$ cat config.mk
export PLATFORM = sky130hd
export DESIGN_NAME = pst_controller
export DESIGN_NICKNAME = d
export VERILOG_FILES = /design/src/hw/rtl/pst_pkg.sv /design/src/hw/rtl/pst_controller.sv
export SDC_FILE = /design/constraint.sdc
export NUM_CORES = 1
export LEC_CHECK = 0
export ABC_AREA = 1
export BUFFER_PORTS_ARGS = -buffer_cell sky130_fd_sc_hd__buf_2
export CAP_MARGIN = 25
export CORE_AREA = 2 2 39 41
export DETAILED_ROUTE_END_ITERATION = 8
export DIE_AREA = 0 0 41 43
export SETUP_SLACK_MARGIN = 0.1
export SLEW_MARGIN = 20
export SYNTH_ARGS = -nofsm -noshare
export SYNTH_HDL_FRONTEND = slang
export SYNTH_SLANG_ARGS = --single-unit
$ cat constraint.sdc
create_clock -name clk_i -period 1 [get_ports clk_i]
set_input_delay 0.05 -clock clk_i [delete_from_list [all_inputs] [get_ports clk_i]]
set_output_delay 0.05 -clock clk_i [all_outputs]
set_load 0.05 [all_outputs]
$ cat src/hw/rtl/pst_pkg.sv
package pst_pkg;

  localparam int unsigned NUM_W = 16;
  localparam int unsigned CFG_W = 17;
  localparam logic [CFG_W-1:0] SIEVE_LIMIT_RST = 17'd65536;

  localparam logic OP_BUILD = 1'b0;
  localparam logic OP_QUERY = 1'b1;

  localparam logic REG_SIEVE_LIMIT = 1'b0;

  typedef struct packed {
    logic             operation;
    logic [NUM_W-1:0] number;
  } pst_item_t;

  typedef struct packed {
    logic is_prime;
    logic out_of_range;
    logic build_done;
  } pst_result_t;

  typedef struct packed {
    logic query;
    logic build_go;
    logic init_wr;
    logic y_load;
    logic test_rd;
    logic y_next;
    logic m_load;
    logic mark_wr;
    logic finish;
  } pst_cmd_t;

  typedef struct packed {
    logic init_last;
    logic y_stop;
    logic flag;
    logic m_end;
  } pst_status_t;

endpackage

$ cat src/hw/rtl/pst_controller.sv
module pst_controller import pst_pkg::*; (
  input  logic        clk_i,
  input  logic        rst_ni,
  input  logic        start,
  input  logic        operation_i,
  input  pst_status_t status_i,
  output pst_cmd_t    cmd_o,
  output logic        busy
);

  typedef enum logic [2:0] {
    S_IDLE,
    S_INIT,
    S_READ,
    S_TEST,
    S_MARK
  } state_e;

  state_e state_q;
  state_e state_d;
  logic   busy_q;
  logic   busy_d;

  always_comb begin
    cmd_o   = '0;
    state_d = state_q;
    busy_d  = busy_q;
    unique case (state_q)
      S_IDLE: begin
        if (start && operation_i == OP_QUERY) begin
          cmd_o.query = 1'b1;
        end else if (start && operation_i == OP_BUILD) begin
          cmd_o.build_go = 1'b1;
          state_d        = S_INIT;
          busy_d         = 1'b1;
        end
      end
      S_INIT: begin
        cmd_o.init_wr = 1'b1;
        if (status_i.init_last) begin
          cmd_o.y_load = 1'b1;
          state_d      = S_READ;
        end
      end
      S_READ: begin
        if (status_i.y_stop) begin
          cmd_o.finish = 1'b1;
          state_d      = S_IDLE;
          busy_d       = 1'b0;
        end else begin
          cmd_o.test_rd = 1'b1;
          state_d       = S_TEST;
        end
      end
      S_TEST: begin
        if (status_i.flag) begin
          cmd_o.m_load = 1'b1;
          state_d      = S_MARK;
        end else begin
          cmd_o.y_next = 1'b1;
          state_d      = S_READ;
        end
      end
      S_MARK: begin
        if (status_i.m_end) begin
          cmd_o.y_next = 1'b1;
          state_d      = S_READ;
        end else begin
          cmd_o.mark_wr = 1'b1;
        end
      end
      default: begin
        state_d = S_IDLE;
        busy_d  = 1'b0;
      end
    endcase
  end

  always_ff @(posedge clk_i or negedge rst_ni) begin
    if (!rst_ni) begin
      state_q <= S_IDLE;
      busy_q  <= 1'b0;
    end else begin
      state_q <= state_d;
      busy_q  <= busy_d;
    end
  end

  assign busy = busy_q;

endmodule

# [Word level (Yosys, flattened, before mapping)]
# Index checks and enable logic that the tools add are counted.
[totals] register_bits=4 input_bits=8 output_inout_bits=10 word_cells=47
[classes] n_eq_ne=9 muxes=28 n_bitwise=2 reduce_logical=6
[op_table] operator="two-way mux 1 bit" n=17
[op_table] operator="two-way mux 3 bit" n=5
[op_table] operator="case mux 3 bit (5 select lines)" n=1
[op_table] operator="inequality test 2 bit (second input constant)" n=5
[op_table] operator="AND reduction 4 bit" n=2
[op_table] operator="equality test 3 x 2 -> 1 bit (second input constant)" n=2
[op_table] operator="two-way mux 2 bit" n=3
[op_table] operator="equality test 3 x 1 -> 1 bit (second input constant)" n=1
[op_table] operator="equality test 3 bit (second input constant)" n=1
[op_table] operator="zero test 3 bit" n=1
[op_table] operator="case mux 1 bit (3 select lines)" n=1
[op_table] operator="OR reduction 3 bit" n=1
[op_table] operator="logical AND 1 bit" n=2
[op_table] operator="inverter 1 bit" n=2
[op_table] operator="case mux 1 bit (2 select lines)" n=1

# [Logic depth before layout (Yosys ltp)]
# Gate-level depths: netlist of run 1.
[depth] word_depth=5 mapped_depth=6

# [Least setup slack after synthesis of run 1]
# No wires, ideal clock.
[synth_path] path_kind="reg-to-output" startpoint="register state_q[2]" endpoint="output port cmd_o[0] in the netlist's numbering" t_arrival_ps=1975 slack_ps=-1025 stages_incl_launch_ff=2 n_path_buf=0 path_cell_list="dfrtp_1 > nor4_1"
[synth_lines] item="start, declared" line_no="pst_controller.sv:19" text="state_e state_q;"
[synth_lines] item="start signal, assigned" line_no="pst_controller.sv:84" text="state_q <= state_d;"
[synth_lines] item="end, declared" line_no="pst_controller.sv:7" text="output pst_cmd_t cmd_o,"

==> flow_summary_export.csv, run 1 <==
group,metric,value,unit
setup_path,worstPathArrival,1.26,ns
sta,period_minus_slack,1.312,ns
finish,layout_commonest_cell,"buf_4",
yosys,yosysWarnings,0,
clocking,clk_latency,0.23,ns
clocking,h-tree-depth,1,
clocking,cts_tree,"done",
finish,drive_gt1_share,73.81,%
finish,multi_input_area,289.0,sq um
power_and_ir_drop,peakVddDrop,1.092,mV
yosys,synth_cell_types,16,
setup_path,slowest_stage,"dfrtp_2",
global_routing,grt_overflow_total,0,
route,drcViolationCount,0,
clocking,numClockSinks,4,
flow_run,maxCapViolCount,0,
finish,layout_common_cells,"10 x buf_4, 7 x buf_2, 7 x buf_8, 7 x buf_6",
place,hpwl,694.8,um
floorplanning,core_area,1384,sq um
sta,maxSlewViolCount,0,
route,num_vias,440,
setup_path,cp_top_family,"flip-flops",
setup_path,critical_path_required,0.95,ns
setup_path,path_class,"reg -> out",
setup_path,start_kind,"flop",
route,vias_per_cell,4.400,
power_and_ir_drop,p_leak,0.3799,nW
yosys,synth.ff_latch_count,4,
finish,syn2layout_area_growth,165.8,%
sta,worstMarginPinSlew,0.2041,ns
outcome,failed_checks,"negative setup slack",
worst_hold_path,hold_path_class,"in -> reg",
yosys,yosys.area.top_type_share,32.92,%
global_routing,grt_pass1_wl,1.600,mm
setup_path,path_cells,"nor2_4, nand2_2, o21ai_4, buf_8",
yosys,postSynthCellCount,48,
finish,seq_area,103.9,sq um
place,gp_congestion,0.7661,
finish,fin_nets,94,
setup_path,end_kind,"output pin",
clocking,root_buffer,"clkbuf_4",
yosys,synth_top_cell_by_area,"dfrtp_1",
global_routing,grtUsageTotal,13.61,%
power_and_ir_drop,p_total,2.340,mW
yosys,ys_top_cells_by_area,"dfrtp_1 33%, nand2_1 12%, inv_1 11%",
floorplanning,dieArea,1763,sq um
global_routing,grt_max_degree,6,
clocking,cts_buffers,3,
sta,rsz0062_at_grt,"yes",
finish,antenna_cells,0,
clocking,clk_pin_slew,0.04,ns
floorplanning,ioPinCount,18,
clocking,clk_path_buf_depth,2,
power_and_ir_drop,power_density,2896,nW/um^2
route,drt_iter0_drc,3,
route,drtAntennaViolNets,0,
floorplanning,num_rows,14,
yosys,synth_nets,56,
sta,finalHoldViolations,0,
setup_path,path_max_fanout,3,
sta,finClkSkew,0.0006253,ns
route,wl_per_cell,11.87,um
floorplanning,start_util,21.97,%
place,io_buffer_count,17,
route,drtPass1Iterations,3,
global_routing,grt_pass1_vias,407,
floorplanning,die_x,41,um
finish,fin_util,58.41,%
floorplanning,die_y,43,um
sta,max_clock_freq,762.1,MHz
setup_path,slowest_delay,0.41,ns
route,wirelength,1.187,mm
sta,relSlewSlack,86.29,%
setup_path,worstPathBufferInverterCount,1,
sta,finalSetupViolCount,13,
sta,setup_ws,-0.3122,ns
yosys,syn_area,304.0,sq um
sta,period_share,131.2,%
sta,tns,-3.255,ns
global_routing,antenna_found_initial,0,
outcome,status,"finished, violations left",
yosys,seq_area_frac_synth,32.92,%
yosys,syn_avg_cell_area,6.334,sq um
finish,fillers,128,
==> per-stage QoR <==
step                      worst slack (ns)  hold WS, ns  area [sq um]  std cells
after CTS                          -0.3270       0.1383         716.9         95
after global placement             -0.2438      -0.1403         540.5         88
after detailed placement           -0.2439      -0.1401         540.5         88
after floorplan                    -0.1691      -0.2456         382.9         48
after global routing               -0.3549       0.1862         808.3        100
final                              -0.3122       0.1575         808.3        100
==> timing repair <==
| item | CTS | global route |
|---|---|---|
| hold endpoints to repair | 4 | 0 |
| buffers inserted | 3 | 5 |
| pin swaps | 6 | 8 |
| hold buffers | 1 | 0 |
| endpoints found under the setup margin | 13 | 14 |
| gates resized for setup | 34 | 12 |
| cloned | 0 | 0 |
==> Yosys cell counts <==
| library cell | count |
|---|---|
| nand2_1 | 10 |
| inv_1 | 9 |
| nand3_1 | 5 |
| dfrtp_1 | 4 |
| nor2_1 | 4 |
| nor2_2 | 4 |
| inv_2 | 3 |
| a21oi_1 | 1 |
| clkinv_1 | 1 |
| nand3_2 | 1 |
| nand4_1 | 1 |
| nor4_1 | 1 |
| o211ai_1 | 1 |
| o21ai_0 | 1 |
| o21ai_1 | 1 |
| o21bai_1 | 1 |
==> registers in the layout (all words and copies together) (netlist names) <==
register	cells
busy	1
state_q	3
==> final timing paths <==
kind                            slack [ns]         from    endpoint  cells past startpoint
worst min-delay path                  0.16  status_i[1]  state_q[2]                      3
worst min register to register        0.48         busy        busy                      2
worst max-delay path                 -0.31   state_q[1]    cmd_o[3]                      4
worst max register to register       -0.22   state_q[1]        busy                      8
max in group asynchronous             0.70       rst_ni  state_q[0]                      2
min in group asynchronous             0.17       rst_ni  state_q[1]                      2
==> worst reg2reg max path, delay by kind of cell (launching register included) <==
family                 cells  cell delay (ns)
and+or+nand+nor            4             0.39
DFF                        1             0.41
buffers and inverters      4             0.37
==> kinds of logic (layout without fill, tap and decap cells) <==
kind of cell	after synthesis	after routing	share of synthesized area (%)
flip-flops	4	4	32.92
AND/OR/NAND/NOR	26	26	41.15
AO/OA/AOI/OAI	5	5	9.874
buffers and inverters	13	49	16.05
==> power by group <==
group	switching, mW	internal, mW	total, mW
combinational	1.06	0.798	1.85
sequential	0.0626	0.231	0.294
clock	0.0593	0.134	0.193
==> area by class of cell <==
| type | instances | share of cell area [%] |
|---|---|---|
| clock buffer | 3 | 2.786 |
| inverter | 13 | 7.585 |
| multi-input combinational | 31 | 35.76 |
| sequential | 4 | 12.85 |
| tap | 16 | 2.477 |
| timing repair buffer | 33 | 38.54 |
==> layer usage <==
layer	track usage (%)	wire (um)	up-vias
li1	-	-	222
met1	14.01	400	202
met2	23.13	695	14
met3	4.188	62	2
met4	6.667	28	0
met5	0	0	-
(Power assumes the default switching activity.)
==> inputs of run 2 (changes only) <==
==> constraint.sdc (replaced) <==
create_clock -name clk_i -period 1.69 [get_ports clk_i]
set_input_delay 0.0845 -clock clk_i [delete_from_list [all_inputs] [get_ports clk_i]]
set_output_delay 0.0845 -clock clk_i [all_outputs]
set_load 0.05 [all_outputs]
==> run 2 against run 1 <==
Effect of this change:
- the flow now finishes without violations
- clock power is 42% lower
- wire length down 42%
- cell count is 15% lower
- worst setup slack better by 0.52 ns
- die area did not move
- clock skew is essentially flat
- via count down 19%
- sequential power down 41%
- sequential share of layout area rose by 9.5 points
- highest routed layer is now met3
==> flow_summary_export.csv, run 2 (synthesis gave the netlist of run 1 again) <==
group,metric,value,unit
outcome,status,"complete, no violations",
global_routing,grt_overflow_total,0,
setup_path,path_cells,"nor2_2, nand3_1, o21ai_1, buf_2",
clocking,cts_buffers,3,
sta,period_share,87.54,%
clocking,clk_latency,0.23,ns
worst_hold_path,min_to,"state_q[2]",
sta,setup_ws,0.2106,ns
floorplanning,die_x,41,um
route,num_vias,356,
power_and_ir_drop,peakVddDrop,0.5738,mV
finish,antenna_cells,0,
place,hpwl,612.1,um
floorplanning,num_rows,14,
clocking,numClockSinks,4,
setup_path,r2r_cells,4,
route,drt_iter0_drc,6,
setup_path,worstReg2RegEnd,"state_q[0]",
setup_path,slowest_delay,0.45,ns
setup_path,path_class,"reg -> out",
sta,maxSlewViolCount,0,
floorplanning,dieArea,1763,sq um
finish,drive_gt1_share,42.03,%
flow_run,maxCapViolCount,0,
sta,relSlewSlack,83.44,%
floorplanning,die_y,43,um
place,gp_congestion,0.7691,
floorplanning,core_area,1384,sq um
worst_hold_path,hold_path_class,"in -> reg",
finish,syn2layout_area_growth,47.33,%
sta,rsz0062_at_grt,"no",
setup_path,start_kind,"flop",
global_routing,grt_max_degree,7,
global_routing,grtUsageTotal,8.274,%
floorplanning,ioPinCount,18,
finish,largest_register_ffs,3,
power_and_ir_drop,p_total,0.8117,mW
global_routing,antenna_found_initial,0,
setup_path,path_max_fanout,6,
finish,fin_nets,79,
sta,finalSetupViolCount,0,
clocking,postCtsSetupRepairBufs,0,
sta,finClkSkew,0.0007244,ns
clocking,clk_path_buf_depth,2,
setup_path,critical_path_required,1.61,ns
worst_hold_path,hold_depth,3,
sta,hold_ws,0.1584,ns
power_and_ir_drop,power_density,1812,nW/um^2
sta,worstMarginPinSlew,0.2502,ns
sta,finalHoldViolations,0,
clocking,root_buffer,"clkbuf_4",
place,place_ws,0.4723,ns
setup_path,worstPathArrival,1.39,ns
setup_path,cp_top_family,"flip-flops",
route,drtPass1Iterations,4,
setup_path,slowest_stage,"dfrtp_1",
route,wl_per_cell,8.035,um
route,vias_per_cell,4.188,
finish,layout_commonest_cell,"buf_2",
power_and_ir_drop,p_leak,0.2883,nW
setup_path,end_kind,"output pin",
worst_hold_path,holdCritStartpoint,"status_i[1]",
clocking,cts_tree,"done",
global_routing,grt_pass1_vias,283,
finish,layout_common_cells,"17 x buf_2, 10 x nand2_1, 9 x inv_1",
sta,period_minus_slack,1.479,ns
clocking,clk_pin_slew,0.03,ns
clocking,h-tree-depth,1,
setup_path,r2r_setup_slack,0.56,ns
sta,max_clock_freq,676.0,MHz
floorplanning,start_util,21.97,%
route,wirelength,683,um
global_routing,grt_pass1_wl,1.000,mm
place,io_buffer_count,17,
setup_path,rr_startpoint,"state_q[2]",
setup_path,worstPathBufferInverterCount,1,
finish,top_register,"state_q",
route,drtAntennaViolNets,0,
route,drcViolationCount,0,
sta,tns,0,ns
==> run 2: final cells by class <==
cell class                 instances  area, sq um
multi-input combinational         31        161.4
fill                             163        935.9
clock buffer                       3        22.52
tap                               16        20.02
sequential                         4        100.1
timing repair buffer              18        95.09
inverter                          13        48.80
==> run 2: where the power goes <==
group | total, mW | switching [mW] | internal (mW)
Clock | 0.112 | 0.0329 | 0.0790
Sequential | 0.172 | 0.0405 | 0.132
Combinational | 0.527 | 0.389 | 0.139
==> run 2: worst min-delay path, stage by stage <==
cell,delay [ns]
buf_2,0.10
inv_1,0.08
o21ai_1,0.08
==> run 2: worst max-delay path by stage <==
stage	startpoint	endpoint	slack, ns	depth (start not counted)
6_report	state_q[2]	cmd_o[3]	0.21	4
5_1_grt	state_q[2]	cmd_o[3]	0.13	4
4_1_cts	state_q[2]	cmd_o[3]	0.22	4
3_5_place_dp	state_q[2]	cmd_o[3]	0.47	4
3_3_place_gp	state_q[2]	cmd_o[3]	0.46	4
2_1_floorplan	state_q[2]	cmd_o[0]	0.20	1
==> run 2: routing by layer <==
layer	vias up	global-route usage, %	wire length [um]
li1	194	-	-
met1	148	10.78	346
met2	14	11.56	272
met3	0	4.712	64
met4	0	2.000	0
met5	-	0	0
==> run 2: what timing repair did <==
item | CTS | global route
hold buffers | 1 | 0
gates resized for setup | 0 | 0
endpoints found under the setup margin | 0 | 0
hold endpoints to repair | 4 | 0
==> run 2: stage by stage <==
stage	cell area, sq um	util (%)	instances
global placement	415.4	30.02	81
detailed placement	415.4	30.02	81
finish	447.9	32.37	85
CTS	447.9	32.37	85
global route	447.9	32.37	85
floorplan	310.3	-	48
==> inputs of run 3 (changes only) <==
--- a/config.mk
+++ b/config.mk
@@ -6,11 +6,11 @@
 export NUM_CORES = 1
 export LEC_CHECK = 0
 export ABC_AREA = 1
-export BUFFER_PORTS_ARGS = -buffer_cell sky130_fd_sc_hd__buf_2
 export CAP_MARGIN = 25
 export CORE_AREA = 2 2 39 41
 export DETAILED_ROUTE_END_ITERATION = 8
 export DIE_AREA = 0 0 41 43
+export DONT_BUFFER_PORTS = 1
 export SETUP_SLACK_MARGIN = 0.1
 export SLEW_MARGIN = 20
 export SYNTH_ARGS = -nofsm -noshare
==> run 3 against run 2 <==
Effect of this change:
- critical endpoint is now cmd_o[1]
- first-iteration DRC count grew 50%
- flip-flop and latch count is the same
- sequential power grew 22%
- clock power grew 6%
- critical path type unchanged
- critical path depth shrank 1
- clock skew grew 0.0031 ns
- global-route usage grew 0.50 points
- fmax grew 1.6%
- combinational power shrank 9.1%
==> flow_summary_export.csv, run 3 (synthesis gave the netlist of run 1 again) <==
group,metric,value,unit
sta,finalSetupViolCount,0,
clocking,clk_pin_slew,0.04,ns
place,placed_area,375.4,sq um
worst_hold_path,holdCritStartpoint,"status_i[1]",
route,drtAntennaViolNets,0,
setup_path,rr_startpoint,"state_q[0]",
global_routing,grt_pass1_wl,986,um
power_and_ir_drop,p_total,0.8061,mW
route,vias_per_cell,4.338,
clocking,root_buffer,"clkbuf_4",
finish,antenna_cells,0,
global_routing,grt_overflow_total,0,
clocking,clk_latency,0.23,ns
power_and_ir_drop,power_density,1976,nW/um^2
route,drt_iter0_drc,9,
setup_path,path_cells,"nor2_2, nand3_1, inv_1",
clocking,numClockSinks,4,
global_routing,grt_pass1_vias,240,
place,gp_congestion,0.8259,
power_and_ir_drop,peakVddDrop,0.5073,mV
setup_path,path_class,"reg -> out",
setup_path,worstPathArrival,1.37,ns
worst_hold_path,min_to,"state_q[2]",
global_routing,met2_usage,10.63,%
floorplanning,die_y,43,um
floorplanning,start_util,21.97,%
power_and_ir_drop,p_leak,0.2406,nW
finish,top_register,"state_q",
route,wirelength,678,um
sta,finalHoldViolations,0,
flow_run,maxCapViolCount,0,
sta,period_minus_slack,1.456,ns
sta,rsz0062_at_grt,"no",
finish,drive_gt1_share,31.03,%
clocking,cts_buffers,3,
floorplanning,die_x,41,um
global_routing,grtUsageTotal,8.770,%
sta,max_clock_freq,686.6,MHz
floorplanning,core_area,1384,sq um
sta,maxSlewViolCount,0,
global_routing,antenna_found_initial,0,
sta,hold_ws,0.03438,ns
worst_hold_path,hold_depth,2,
setup_path,cp_top_family,"flip-flops",
sta,finClkSkew,0.003802,ns
outcome,status,"complete, no violations",
setup_path,slowest_stage,"dfrtp_1",
sta,tns,0,ns
finish,fin_nets,68,
route,drtPass1Iterations,4,
global_routing,met1_usage,11.40,%
floorplanning,ioPinCount,18,
clocking,postCtsSetupRepairBufs,0,
place,io_buffer_count,0,
finish,layout_common_cells,"10 x nand2_1, 9 x inv_1, 6 x buf_4",
sta,period_share,86.18,%
clocking,cts.repair.resized,0,
finish,final_cell_area,407.9,sq um
floorplanning,dieArea,1763,sq um
sta,relSlewSlack,68.67,%
route,drcViolationCount,0,
clocking,clk_path_buf_depth,2,
setup_path,r2r_cells,4,
place,place_ws,0.4690,ns
setup_path,worstReg2RegEnd,"state_q[0]",
global_routing,grt_max_degree,7,
setup_path,critical_path_required,1.61,ns
clocking,cts_tree,"done",
finish,fin_util,29.48,%
place,hpwl,580,um
finish,syn2layout_area_growth,34.16,%
worst_hold_path,hold_path_class,"in -> reg",
setup_path,start_kind,"flop",
setup_path,r2r_setup_slack,0.61,ns
global_routing,grt_most_used_layer,"met1",
setup_path,path_max_fanout,5,
setup_path,slowest_delay,0.41,ns
finish,layout_commonest_cell,"nand2_1",
place,dp_cells,70,
finish,largest_register_ffs,3,
sta,setup_ws,0.2335,ns
setup_path,end_kind,"output pin",
finish,fin_cells,74,
route,wl_per_cell,9.162,um
floorplanning,num_rows,14,
clocking,h-tree-depth,1,
setup_path,worstPathBufferInverterCount,1,
sta,worstMarginPinSlew,0.4699,ns
global_routing,grtUsageMet3,3.141,%
route,num_vias,321,
run 3: cell count changes in the layout (fill, tap and decap cells not counted):
cell	before	now
buf_2	17	0
buf_4	0	6
run 3: layout make-up:
| type | count | area, sq um |
|---|---|---|
| multi-input cells | 31 | 161.4 |
| inverters | 13 | 48.80 |
| flip-flops and latches | 4 | 100.1 |
| repair buffers | 7 | 55.05 |
| fillers | 156 | 975.9 |
| well taps | 16 | 20.02 |
| clock buffers | 3 | 22.52 |
run 3: worst max path at each step:
stage                          start       end  slack [ns]  cells past startpoint
final                     state_q[0]  cmd_o[1]        0.23                      3
after global routing      state_q[1]  cmd_o[1]        0.13                      3
after floorplan           state_q[2]  cmd_o[0]        0.20                      1
after CTS                 state_q[0]  cmd_o[1]        0.21                      3
after global placement    state_q[1]  cmd_o[1]        0.47                      3
after detailed placement  state_q[1]  cmd_o[1]        0.47                      3
run 3: per-layer routing:
layer	share of wire [%]	up-vias
li1	-	172
met1	48	134
met2	43	15
met3	8.4	0
met4	0	0
met5	0	-
run 3: power by group:
group          total (mW)  switching [mW]  internal [mW]
Clock               0.119          0.0392         0.0795
Sequential          0.209          0.0774          0.131
Combinational       0.479           0.348          0.131
run 3: repair_timing:
item,CTS,global route
hold buffers,1,0
setup endpoints to repair,0,0
endpoints found under the hold margin,4,0
run 3: worst register-to-register path, delay by kind of cell (launching register included):
kind	cells	cell delay (ns)
and+or+nand+nor	3	0.49
DFF	1	0.41
AOI/OAI and AO/OA	1	0.06
